==> src/hdl/rht_pkg.sv <==
// shared types and constants for the reply holdoff table
package rht_pkg;

	localparam int TABLE_DEPTH = 16;
	localparam int ADDR_W      = 32;
	localparam int TIME_W      = 63;
	localparam int CNT_W       = $clog2(TABLE_DEPTH + 1);
	localparam int STATUS_W    = 2;
	localparam int USE_W       = 5;

	localparam logic [TIME_W-1:0] TIME_MAX = {TIME_W{1'b1}};

	localparam logic OP_FIND = 1'b0;
	localparam logic OP_ADD  = 1'b1;

	localparam logic [STATUS_W-1:0] ST_NOT_FOUND = 2'd0;
	localparam logic [STATUS_W-1:0] ST_FOUND     = 2'd1;
	localparam logic [STATUS_W-1:0] ST_ADDED     = 2'd2;
	localparam logic [STATUS_W-1:0] ST_FULL      = 2'd3;

	typedef struct packed {
		logic              valid;
		logic [ADDR_W-1:0] reply_to;
		logic [ADDR_W-1:0] hear_from;
		logic [TIME_W-1:0] expiry;
	} entry_t;

	// broadcast from the sequencer to every cell
	typedef struct packed {
		logic              collapse;
		logic              find;
		logic              add;
		logic [ADDR_W-1:0] reply_to;
		logic [ADDR_W-1:0] hear_from;
		logic [TIME_W-1:0] expiry;
		logic [TIME_W-1:0] now;
		logic [TIME_W-1:0] target;
	} ctl_t;

	// flags rippling up the chain from lower cells
	typedef struct packed {
		logic shift;
		logic found;
		logic valid;
	} chain_t;

endpackage

==> src/hdl/rht_cell.sv <==
// one table slot: holds an entry, collapses, matches and appends
module rht_cell
	import rht_pkg::*;
(
	input  logic   clk,
	input  logic   arst_n,
	input  ctl_t   ctl,
	input  entry_t upper,
	input  chain_t chain_in,
	output chain_t chain_out,
	output entry_t entry
);

	logic              valid_q;
	logic [ADDR_W-1:0] reply_to_q;
	logic [ADDR_W-1:0] hear_from_q;
	logic [TIME_W-1:0] expiry_q;
	logic              dead;
	logic              match;
	logic              hit;
	logic              take_add;

	assign dead     = valid_q && (expiry_q < ctl.now);
	assign match    = valid_q && (reply_to_q == ctl.reply_to) && (hear_from_q == ctl.hear_from);
	assign hit      = match && !chain_in.found;
	// first free slot sits right above the last valid one
	assign take_add = !valid_q && chain_in.valid;

	assign chain_out.shift = chain_in.shift | dead;
	assign chain_out.found = chain_in.found | match;
	assign chain_out.valid = valid_q;

	assign entry = '{valid: valid_q, reply_to: reply_to_q, hear_from: hear_from_q,
		expiry: expiry_q};

	always_ff @(posedge clk or negedge arst_n) begin
		if (!arst_n) begin
			valid_q <= 1'b0;
		end else if (ctl.collapse && chain_out.shift) begin
			valid_q <= upper.valid;
		end else if (ctl.add && take_add) begin
			valid_q <= 1'b1;
		end
	end

	always_ff @(posedge clk) begin
		if (ctl.collapse && chain_out.shift) begin
			reply_to_q  <= upper.reply_to;
			hear_from_q <= upper.hear_from;
			expiry_q    <= upper.expiry;
		end else if (ctl.add && take_add) begin
			reply_to_q  <= ctl.reply_to;
			hear_from_q <= ctl.hear_from;
			expiry_q    <= ctl.expiry;
		end else if (ctl.find && hit && (ctl.target > expiry_q)) begin
			expiry_q <= ctl.target;
		end
	end

endmodule

==> config.mk <==
export PLATFORM = sky130hd
export DESIGN_NAME = rht_cell
export DESIGN_NICKNAME = d
export VERILOG_FILES = /design/src/hdl/rht_pkg.sv /design/src/hdl/rht_cell.sv
export SDC_FILE = /design/constraint.sdc
export NUM_CORES = 1
export LEC_CHECK = 0
export ABC_AREA = 1
export BUFFER_PORTS_ARGS = -buffer_cell sky130_fd_sc_hd__buf_4
export CAP_MARGIN = 0
export CORE_AREA = 2 2 201 203
export DETAILED_ROUTE_END_ITERATION = 10
export DIE_AREA = 0 0 203 205
export PLACE_DENSITY = 0.51
export SLEW_MARGIN = 20
export SYNTH_ARGS = -nofsm -noshare
export SYNTH_HDL_FRONTEND = slang
export SYNTH_SLANG_ARGS = --single-unit
==> constraint.sdc <==
create_clock -name clk -period 4.7 [get_ports clk]
set_input_delay 1.41 -clock clk [delete_from_list [all_inputs] [get_ports clk]]
set_output_delay 1.41 -clock clk [all_outputs]
set_load 0.05 [all_outputs]
==> flow_summary.yaml, run 1 <==
sta:
  slew_violations: 0
  fin_ws_ns: 0.194
  worst_pin_slew_ns: 0.766
  fin_setup_tns_ns: 0
  fin_worst_skew_ns: 0.00775
  layout_min_cycle_time_ns: 4.51
  hold_violations: 0
  setup_violations: 0
  slew_headroom_pct: 49.0
  fin_crit_sh_pct: 95.9
  rsz0062_at_grt: "no"
  fmax_mhz: 222
die:
  die_h_um: 205
  num_rows: 73
  dieArea_um2: 41600
  die_w_um: 203
  core_um2: 39400
  start_util_pct: 27.7
  io_pins: 520
finish:
  design_area_um2: 15900
  final_nets: 2421
  layout.cells.non_filler: 2447
  drive_gt1_share_pct: 32.9
  area_growth_syn_to_layout_pct: 46.2
routing:
  route.final.wire_length_mm: 45.6
  postRouteAntennaNets: 0
  via_count: 11176
  wl_per_cell_um: 18.6
  drc: 0
  drt_first_pass_iters: 6
  avgViaCountPerCell: 4.57
  drt_iter0_markers: 518
worst_setup_path:
  critPathMaxFanout: 3
  cp-end-kind: "output pin"
  critPathKind: "primary input to output pin"
  worstPathArrival_ns: 3.10
  cp.required_ns: 3.29
  critPathLaunchType: "primary input"
power_and_ir_drop:
  power_frac_clock_pct: 25.7
  p_leak_nw: 8.52
  pwr-share-seq_pct: 29.9
  internal_power_mw: 3.38
  power-per-cell-area_nw_per_um2: 363
  vdd_drop_max_mv: 0.279
  power.switching_mw: 2.40
  p_comb_share_pct: 44.4
  switching_share_pct: 41.5
clock_tree:
  clockBufferDepth: 2
  cts_root_buf: "clkbuf_16"
  cts_buffers: 17
  post_cts_buffers: 0
  cts_sinks: 128
  htreeDepth: 4
  clk_latency_ns: 0.45
  cts_tree: "yes"
  clk_pin_slew_ns: 0.06
grt:
  antenna_found_initial: 2
  grt_max_degree: 129
  grt-ovfl-total: 0
  grt_pass1_vias: 11412
  grt_pass1_wl_mm: 66.6
  track_usage_pct: 21.5
logic_synthesis:
  synth_area_um2: 10900
  ys_warn_count: 0
  ys_seq_area_share_pct: 35.2
  synthCells: 1407
  syn_nets: 1921
  ys_ff_latch: 128
  synth.avg_cell_area_um2: 7.75
  synth_cell_type_count: 34
place:
  place_area_um2: 15300
  dp_hpwl_mm: 37.0
  gp_congestion: 0.888
  io_buffer_count: 519
  dp_slack_ns: 0.107
  dp.cells: 2413
outcome:
  status: "complete, no violations"
hold_path:
  hp-class: "primary input to async pin"
run:
  max-cap-violations: 0
-- area by class of cell --
| class | count | area (um^2) |
|---|---|---|
| timing repair buffer | 532 | 4040 |
| clock inverter | 14 | 195 |
| inverter | 213 | 800 |
| sequential | 128 | 3840 |
| fill | 4158 | 23400 |
| multi-input combinational | 1015 | 5970 |
| clock buffer | 18 | 429 |
| antenna | 2 | 5.00 |
| tap | 525 | 657 |
-- metrics by stage --
stage	hold slack [ns]	total power [mW]	util (%)
floorplan	0.540	3.36	-
global placement	0.728	4.32	38.9
detailed placement	0.730	4.34	38.9
CTS	0.692	5.84	40.5
global route	0.702	6.12	40.5
finish	0.719	5.78	40.5
-- what timing repair did --
action	CTS	global route
hold buffers	0	0
resized for setup	0	3
hold endpoints to repair	0	0
setup endpoints to repair	0	1
-- final timing paths --
path,from,to,slack [ns],cells past startpoint
max,ctl[117],chain_out[2],0.19,13
min,arst_n,valid_q,0.72,1
max reg2reg,expiry_q[54],expiry_q[14],1.75,13
min reg2reg,valid_q,valid_q,0.72,2
max in group asynchronous,arst_n,valid_q,3.89,1
min in group clk,valid_q,valid_q,0.72,2
-- power by group through the flow --
stage                     registers, mW  logic, mW  clock network (mW)
after detailed placement           1.75       2.59                   0
after floorplan                    2.34       1.01                   0
after CTS                          1.73       2.60                1.51
final                              1.73       2.57                1.49
after global routing               1.75       2.81                1.55
after global placement             1.74       2.58                   0
-- cells in the final DEF (no fill, tap or decap), drive strengths merged, types with 2 or more instances in the layout --
cell type	count
buf	532
nand2	455
inv	213
nand3	145
edfxtp	127
ha	125
nor2	72
mux2	62
a21oi	53
o21ai	27
clkbuf	18
nand4	13
o22ai	11
xnor2	11
xor2	10
nor3	10
clkinv	7
bufinv	5
a21o	4
nand3b	4
diode	2
o21bai	2
o211ai	2
or2	2
clkinvlp	2
-- critical path, cell delays in order --
cell and delay (ns):
buf_4 0.07, inv_1 0.04, ha_1 0.29, nand2_1 0.07, nor2_1 0.23, nand2_1 0.13
nor3_2 0.23, nand2_1 0.07, nor2_1 0.09, nand2_1 0.06, nand2_1 0.09, nand2_4 0.08
buf_4 0.21
-- synth_stat cells --
library cell	n	area, um^2
or2_2	2	12.5
buf_8	11	165
o21a_1	1	7.51
nand4_1	13	81.3
buf_4	3	22.5
a22o_1	1	8.76
clkbuf_1	10	37.5
o21ai_0	27	135
nand2_2	2	12.5
dfrtp_1	1	25.0
o22ai_1	11	68.8
nor3b_2	1	12.5
a21oi_1	53	265
xnor2_1	11	96.3
nand3_1	145	726
nor2_1	72	270
nor4_1	1	6.26
nand3b_1	4	30.0
o21bai_1	2	15.0
a211oi_1	1	7.51
xor2_1	10	87.6
nor3_1	9	45.0
buf_1	11	41.3
nor2b_1	1	6.26
mux2_2	62	698
o211ai_1	2	15.0
edfxtp_1	127	3810
nand2_1	453	1700
and2_1	1	6.26
a21o_1	4	30.0
inv_1	213	800
nor3_2	1	10.0
ha_1	125	1560
buf_2	16	80.1
-- sequential cells by signal, indices dropped and copies added, names as in the netlist --
signal,count
hear_from_q,32
expiry_q,63
reply_to_q,32
valid_q,1
-- per-layer routing --
metal	vias up	track usage, %	wire, um
li1	5611	-	-
met2	429	37.8	22500
met4	0	8.52	1300
met3	53	5.90	3400
met1	5083	24.7	18400
met5	-	0	0
-- cells by family (layout without fill, tap and decap cells) --
| family | Yosys count | after routing | synth area share [%] |
|---|---|---|---|
| xor gates and xnor gates | 21 | 21 | 1.69 |
| muxes | 62 | 62 | 6.40 |
| DFF | 128 | 128 | 35.2 |
| adders and majority gates | 125 | 125 | 14.3 |
| and+or+nand+nor | 705 | 705 | 26.8 |
| AOI/OAI and AO/OA | 102 | 102 | 5.07 |
| other | 0 | 2 | 0 |
| buffers and inverters | 264 | 777 | 10.5 |
Power figures use the tool's default switching activity.
==> run 2: changes to the inputs <==
ABC_AREA = unset   (was 1)
CORE_AREA = 2 2 205 207   (was 2 2 201 203)
DIE_AREA = 0 0 207 209   (was 0 0 203 205)
PLACE_DENSITY = 0.48   (was 0.51)
==> flow_summary.yaml, run 2 <==
logic_synthesis:
  synthCells: 910
  synthTopCellsByArea: "edfxtp_1 (38%), ha_1 (15%), mux2_1 (14%)"
  synth_flop_cell: "edfxtp_1"
  synth_cell_type_count: 50
  ys_warn_count: 0
  synth.avg_cell_area_um2: 11.1
  synth.most_common_cell: "inv_1"
  ys_ff_latch: 128
  synth_area_um2: 10100
  synth.top_cell.area_share_pct: 37.8
  ys_seq_area_share_pct: 38.0
  netlist_top_cells_count: "inv_1 (144), mux2_1 (128), edfxtp_1 (127), ha_1 (125), mux2_2 (63)"
  syn_nets: 1424
  async_flop_share_pct: 0.781
  yosysTopAreaCell: "edfxtp_1"
  synth-edff-count: 127
sta:
  rsz0062_at_grt: "yes"
  slew_headroom_pct: 61.3
  fin_crit_sh_pct: 98.9
  layout_min_cycle_time_ns: 4.65
  fin_worst_skew_ns: 0.0163
  setup_violations: 0
  slew_violations: 0
  fmax_mhz: 215
  hold_violations: 0
  hold_ws_ns: 0.714
  worst_pin_slew_ns: 0.565
power_and_ir_drop:
  power.switching_mw: 2.44
  internal_power_mw: 3.38
  vdd_drop_max_mv: 0.269
  switching_share_pct: 42.0
  p_leak_nw: 7.40
  pwr-share-seq_pct: 30.6
  p_comb_share_pct: 46.5
  power_frac_clock_pct: 22.9
  power-per-cell-area_nw_per_um2: 371
  p_total_mw: 5.82
clock_tree:
  htreeDepth: 4
  clk_latency_ns: 0.46
  cts_tree: "yes"
  clockBufferDepth: 2
  clk_pin_slew_ns: 0.07
  cts_buffers: 17
  cts_sinks: 128
  cts_root_buf: "clkbuf_16"
hold_path:
  hp-class: "primary input to async pin"
finish:
  top_regs: "expiry_q x63, hear_from_q x32, reply_to_q x32"
  area_growth_syn_to_layout_pct: 55.6
  final_common_cell: "buf_4"
  regMostFlops: "expiry_q"
  final_nets: 1971
  final_cell_mix: "buf_4 (536), inv_1 (140), mux2_1 (128), edfxtp_1 (127), ha_1 (117)"
  drive_gt1_share_pct: 46.2
  largest_reg_flops: 63
routing:
  wl_per_cell_um: 20.4
  route.final.wire_length_mm: 41.1
  via_count: 9035
  avgViaCountPerCell: 4.50
  drc: 0
  postRouteAntennaNets: 0
  drt_iter0_markers: 317
  drt_first_pass_iters: 6
die:
  die_w_um: 207
  die_h_um: 209
  dieArea_um2: 43300
  num_rows: 75
  start_util_pct: 24.4
  io_pins: 520
  core_um2: 41300
grt:
  grt_pass1_vias: 9934
  grt_pass1_wl_mm: 60.7
  grt_max_degree: 67
  track_usage_pct: 18.8
  antenna_found_initial: 0
  grt-ovfl-total: 0
worst_setup_path:
  cp-end-kind: "output pin"
  cp.required_ns: 3.29
  worstPathArrival_ns: 3.24
  critPathMaxFanout: 4
  critPathKind: "primary input to output pin"
  critPathLaunchType: "primary input"
outcome:
  status: "complete, no violations"
place:
  io_buffer_count: 519
  dp_hpwl_mm: 34.5
  gp_congestion: 0.834
run:
  max-cap-violations: 0
-- run 2: per-stage QoR --
step           cell area [um^2]  cells  setup slack (ns)   TNS [ns]  util [%]
6_report                  15700   2010            0.0506          0      38.0
5_1_grt                   15700   2009           -0.0963    -0.0963      38.0
4_1_cts                   15600   2008         -0.000853  -0.000853      37.8
3_5_place_dp              14900   1973            -0.268     -0.489      36.2
3_3_place_gp              14900   1973            -0.231     -0.456      36.2
2_1_floorplan             10200    910            -0.161     -10.12         -
-- run 2: power groups by stage --
stage / combinational (mW) / sequential, mW / clock [mW]
after CTS: 2.73 / 1.78 / 1.39
after floorplan: 0.958 / 2.46 / 0
after global placement: 2.69 / 1.80 / 0
after global routing: 2.93 / 1.81 / 1.42
after detailed placement: 2.70 / 1.80 / 0
final: 2.71 / 1.78 / 1.34
-- run 2: final timing paths --
check	startpoint	endpoint	slack (ns)	cells after the start
hold / removal	arst_n	valid_q	0.71	1
min in group clk	valid_q	valid_q	1.02	2
max in group asynchronous	arst_n	valid_q	3.91	1
setup reg to reg	expiry_q[39]	expiry_q[42]	1.16	10
hold reg to reg	valid_q	valid_q	1.02	2
setup / recovery	ctl[123]	chain_out[2]	0.05	11
-- run 2: critical path, cell delays in order --
cell and delay [ns]:
buf_6 0.07, inv_2 0.03, ha_4 0.25, nand4_1 0.21, nor3_4 0.30, buf_4 0.15, nand4bb_1 0.13, o211ai_1 0.22
nor3_2 0.11, a21o_1 0.21, buf_6 0.15
-- run 2: area by class of cell --
| class | instances | area [um^2] |
|---|---|---|
| fill | 4181 | 25600 |
| multi-input combinational | 615 | 5810 |
| timing repair buffer | 551 | 4280 |
| sequential | 128 | 3840 |
| tap | 539 | 674 |
| inverter | 144 | 543 |
| clock buffer | 17 | 425 |
| clock inverter | 15 | 134 |
| antenna | 1 | 2.50 |
-- run 2: layer usage --
metal	GRT usage [%]	up-vias	routed length, um
li1	-	4436	-
met1	20.6	4260	16300
met2	34.6	314	21400
met3	6.82	25	3010
met4	3.82	0	376
met5	0	-	0
-- run 2: cells by family after synthesis --
| logic type | synth area share, % |
|---|---|
| XOR/XNOR | 3.82 |
| flip-flops | 38.0 |
| multiplexers | 21.3 |
| AO/OA/AOI/OAI | 7.14 |
| buffers and inverters | 6.71 |
| AND/OR/NAND/NOR | 7.49 |
| adder cells (fa/ha/maj) | 15.5 |
-- run 2: timing repair --
action                                  in CTS  in global routing
buffers inserted                             3                  1
endpoints found under the setup margin       2                  2
cloned                                       0                  0
hold buffers                                 0                  0
pin swaps                                    6                 10
gates resized for setup                     14                 17
==> run 3: changes to the inputs <==
CTS_CLUSTER_SIZE = 30   (was unset)
clock period = 4.3 ns   (was 4.7 ns; I/O delays follow)
==> flow_summary.yaml, run 3 (same netlist as run 2, synthesis figures left out) <==
worst_setup_path:
  critPathMaxFanout: 4
  cp-end-kind: "output pin"
  worstPathArrival_ns: 3.09
  critPathLaunchType: "primary input"
  critPathKind: "primary input to output pin"
  cp.required_ns: 3.01
die:
  num_rows: 75
  core_um2: 41300
  die_w_um: 207
  start_util_pct: 24.4
  io_pins: 520
  die_h_um: 209
  dieArea_um2: 43300
clock_tree:
  cts_buffers: 17
  cts_tree: "yes"
  clockBufferDepth: 2
  cts_hold_buf: 0
  cts_sinks: 128
  cts_root_buf: "clkbuf_16"
  clk_pin_slew_ns: 0.06
  htreeDepth: 4
  clk_latency_ns: 0.45
power_and_ir_drop:
  switching_share_pct: 41.5
  power.switching_mw: 2.70
  power_frac_clock_pct: 23.3
  power-per-cell-area_nw_per_um2: 405
  vdd_drop_max_mv: 0.355
  internal_power_mw: 3.81
  pwr-share-seq_pct: 30.1
  p_leak_nw: 7.58
  p_comb_share_pct: 46.6
finish:
  final_cell_mix: "buf_4 (538), inv_1 (140), mux2_1 (128), edfxtp_1 (127), ha_1 (112)"
  final_nets: 1984
  drive_gt1_share_pct: 48.1
  regMostFlops: "expiry_q"
  area_growth_syn_to_layout_pct: 59.5
  top_regs: "expiry_q x63, hear_from_q x32, reply_to_q x32"
  final_common_cell: "buf_4"
  final_util_pct: 39.0
  design_area_um2: 16100
  largest_reg_flops: 63
grt:
  grt_pass1_wl_mm: 61.3
  grt_max_degree: 67
  track_usage_pct: 18.9
  grt-ovfl-total: 0
  grt_pass1_vias: 9962
  antenna_found_initial: 2
sta:
  fmax_mhz: 229
  fin_worst_skew_ns: 0.0109
  rsz0062_at_grt: "yes"
  slew_headroom_pct: 52.7
  layout_min_cycle_time_ns: 4.38
  worst_pin_slew_ns: 0.692
  hold_violations: 0
  fin_crit_sh_pct: 102
  slew_violations: 0
  fin_ws_ns: -0.0752
  setup_violations: 1
place:
  io_buffer_count: 519
  place_area_um2: 15100
  gp_congestion: 0.845
  dp_hpwl_mm: 34.6
outcome:
  status: "complete, but fails checks"
  failed_checks: "setup timing"
hold_path:
  hp-class: "primary input to async pin"
routing:
  via_count: 9071
  route.final.wire_length_mm: 41.5
  drt_first_pass_iters: 4
  drc: 0
  drt_iter0_markers: 327
  postRouteAntennaNets: 0
  avgViaCountPerCell: 4.48
  wl_per_cell_um: 20.5
run:
  max-cap-violations: 0
[run 3: cell count changes in the layout (fill, tap and decap cells not counted), moves of 3 or more]
| cell | previous run | this run |
|---|---|---|
| a221oi_1 | 9 | 5 |
| a221oi_2 | 0 | 3 |
| buf_6 | 5 | 11 |
| buf_8 | 0 | 3 |
| ha_1 | 117 | 112 |
| ha_4 | 8 | 13 |
| nand2_1 | 35 | 31 |
| nand2_2 | 1 | 4 |
| xnor2_1 | 19 | 12 |
| xnor2_2 | 1 | 7 |
[run 3: layer usage]
layer	GRT usage, %	share of wire (%)	up-vias
met2	34.3	52	323
met5	0	0	-
met1	20.9	39	4262
li1	-	-	4454
met4	4.70	1.6	0
met3	6.96	7.6	32
[run 3: path summary, 6_finish.rpt]
path | startpoint | end | slack (ns) | depth (start not counted)
worst min-delay path | arst_n | valid_q | 0.61 | 1
worst max-delay path | ctl[112] | chain_out[2] | -0.08 | 12
min in group clk | valid_q | valid_q | 1.05 | 2
worst max register to register | expiry_q[46] | expiry_q[51] | 0.63 | 11
worst min register to register | valid_q | valid_q | 1.05 | 2
max in group asynchronous | arst_n | valid_q | 3.61 | 1
[run 3: worst max-delay path, cell delays in order]
cell and delay [ns]:
buf_4 0.08, inv_1 0.04, ha_1 0.28, nand2_2 0.08, nor4_4 0.27, buf_4 0.15, nand4_1 0.08, buf_6 0.17
nor3_4 0.17, a211oi_2 0.10, a21o_1 0.22, buf_6 0.15
[run 3: timing repair]
| action | CTS | global route |
|---|---|---|
| resized for setup | 40 | 32 |
| endpoints found under the setup margin | 2 | 2 |
| setup buffers | 5 | 0 |
| pin swaps | 16 | 22 |
[run 3: area by class of cell]
type / count / area [um^2]
diodes: 1 / 2.50
inverters: 144 / 548
well taps: 539 / 674
clock buffers: 17 / 425
fillers: 4149 / 25200
multi-input cells: 615 / 6000
clock inverters: 15 / 159
repair buffers: 564 / 4450
flip-flops and latches: 128 / 3840
[run 3: through the flow]
stage                     power (mW)  hold WS, ns  setup TNS [ns]  instances  setup WS (ns)
after floorplan                 3.73        0.618          -27.76        910         -0.441
after global placement          4.94         1.01          -63.21       1986         -0.546
after detailed placement        4.96         1.06          -57.61       1986         -0.519
after CTS                       6.57        0.570         -0.0926       2023        -0.0926
after global routing            6.89        0.568          -0.276       2022         -0.173
final                           6.51        0.607         -0.0752       2023        -0.0752
[run 3: power by group through the flow]
stage	Sequential, mW	Combinational [mW]	Clock (mW)
after CTS	1.96	3.04	1.57
after detailed placement	1.98	2.98	0
final	1.96	3.04	1.51
after global routing	2.00	3.28	1.62
after global placement	1.97	2.97	0
after floorplan	2.69	1.05	0
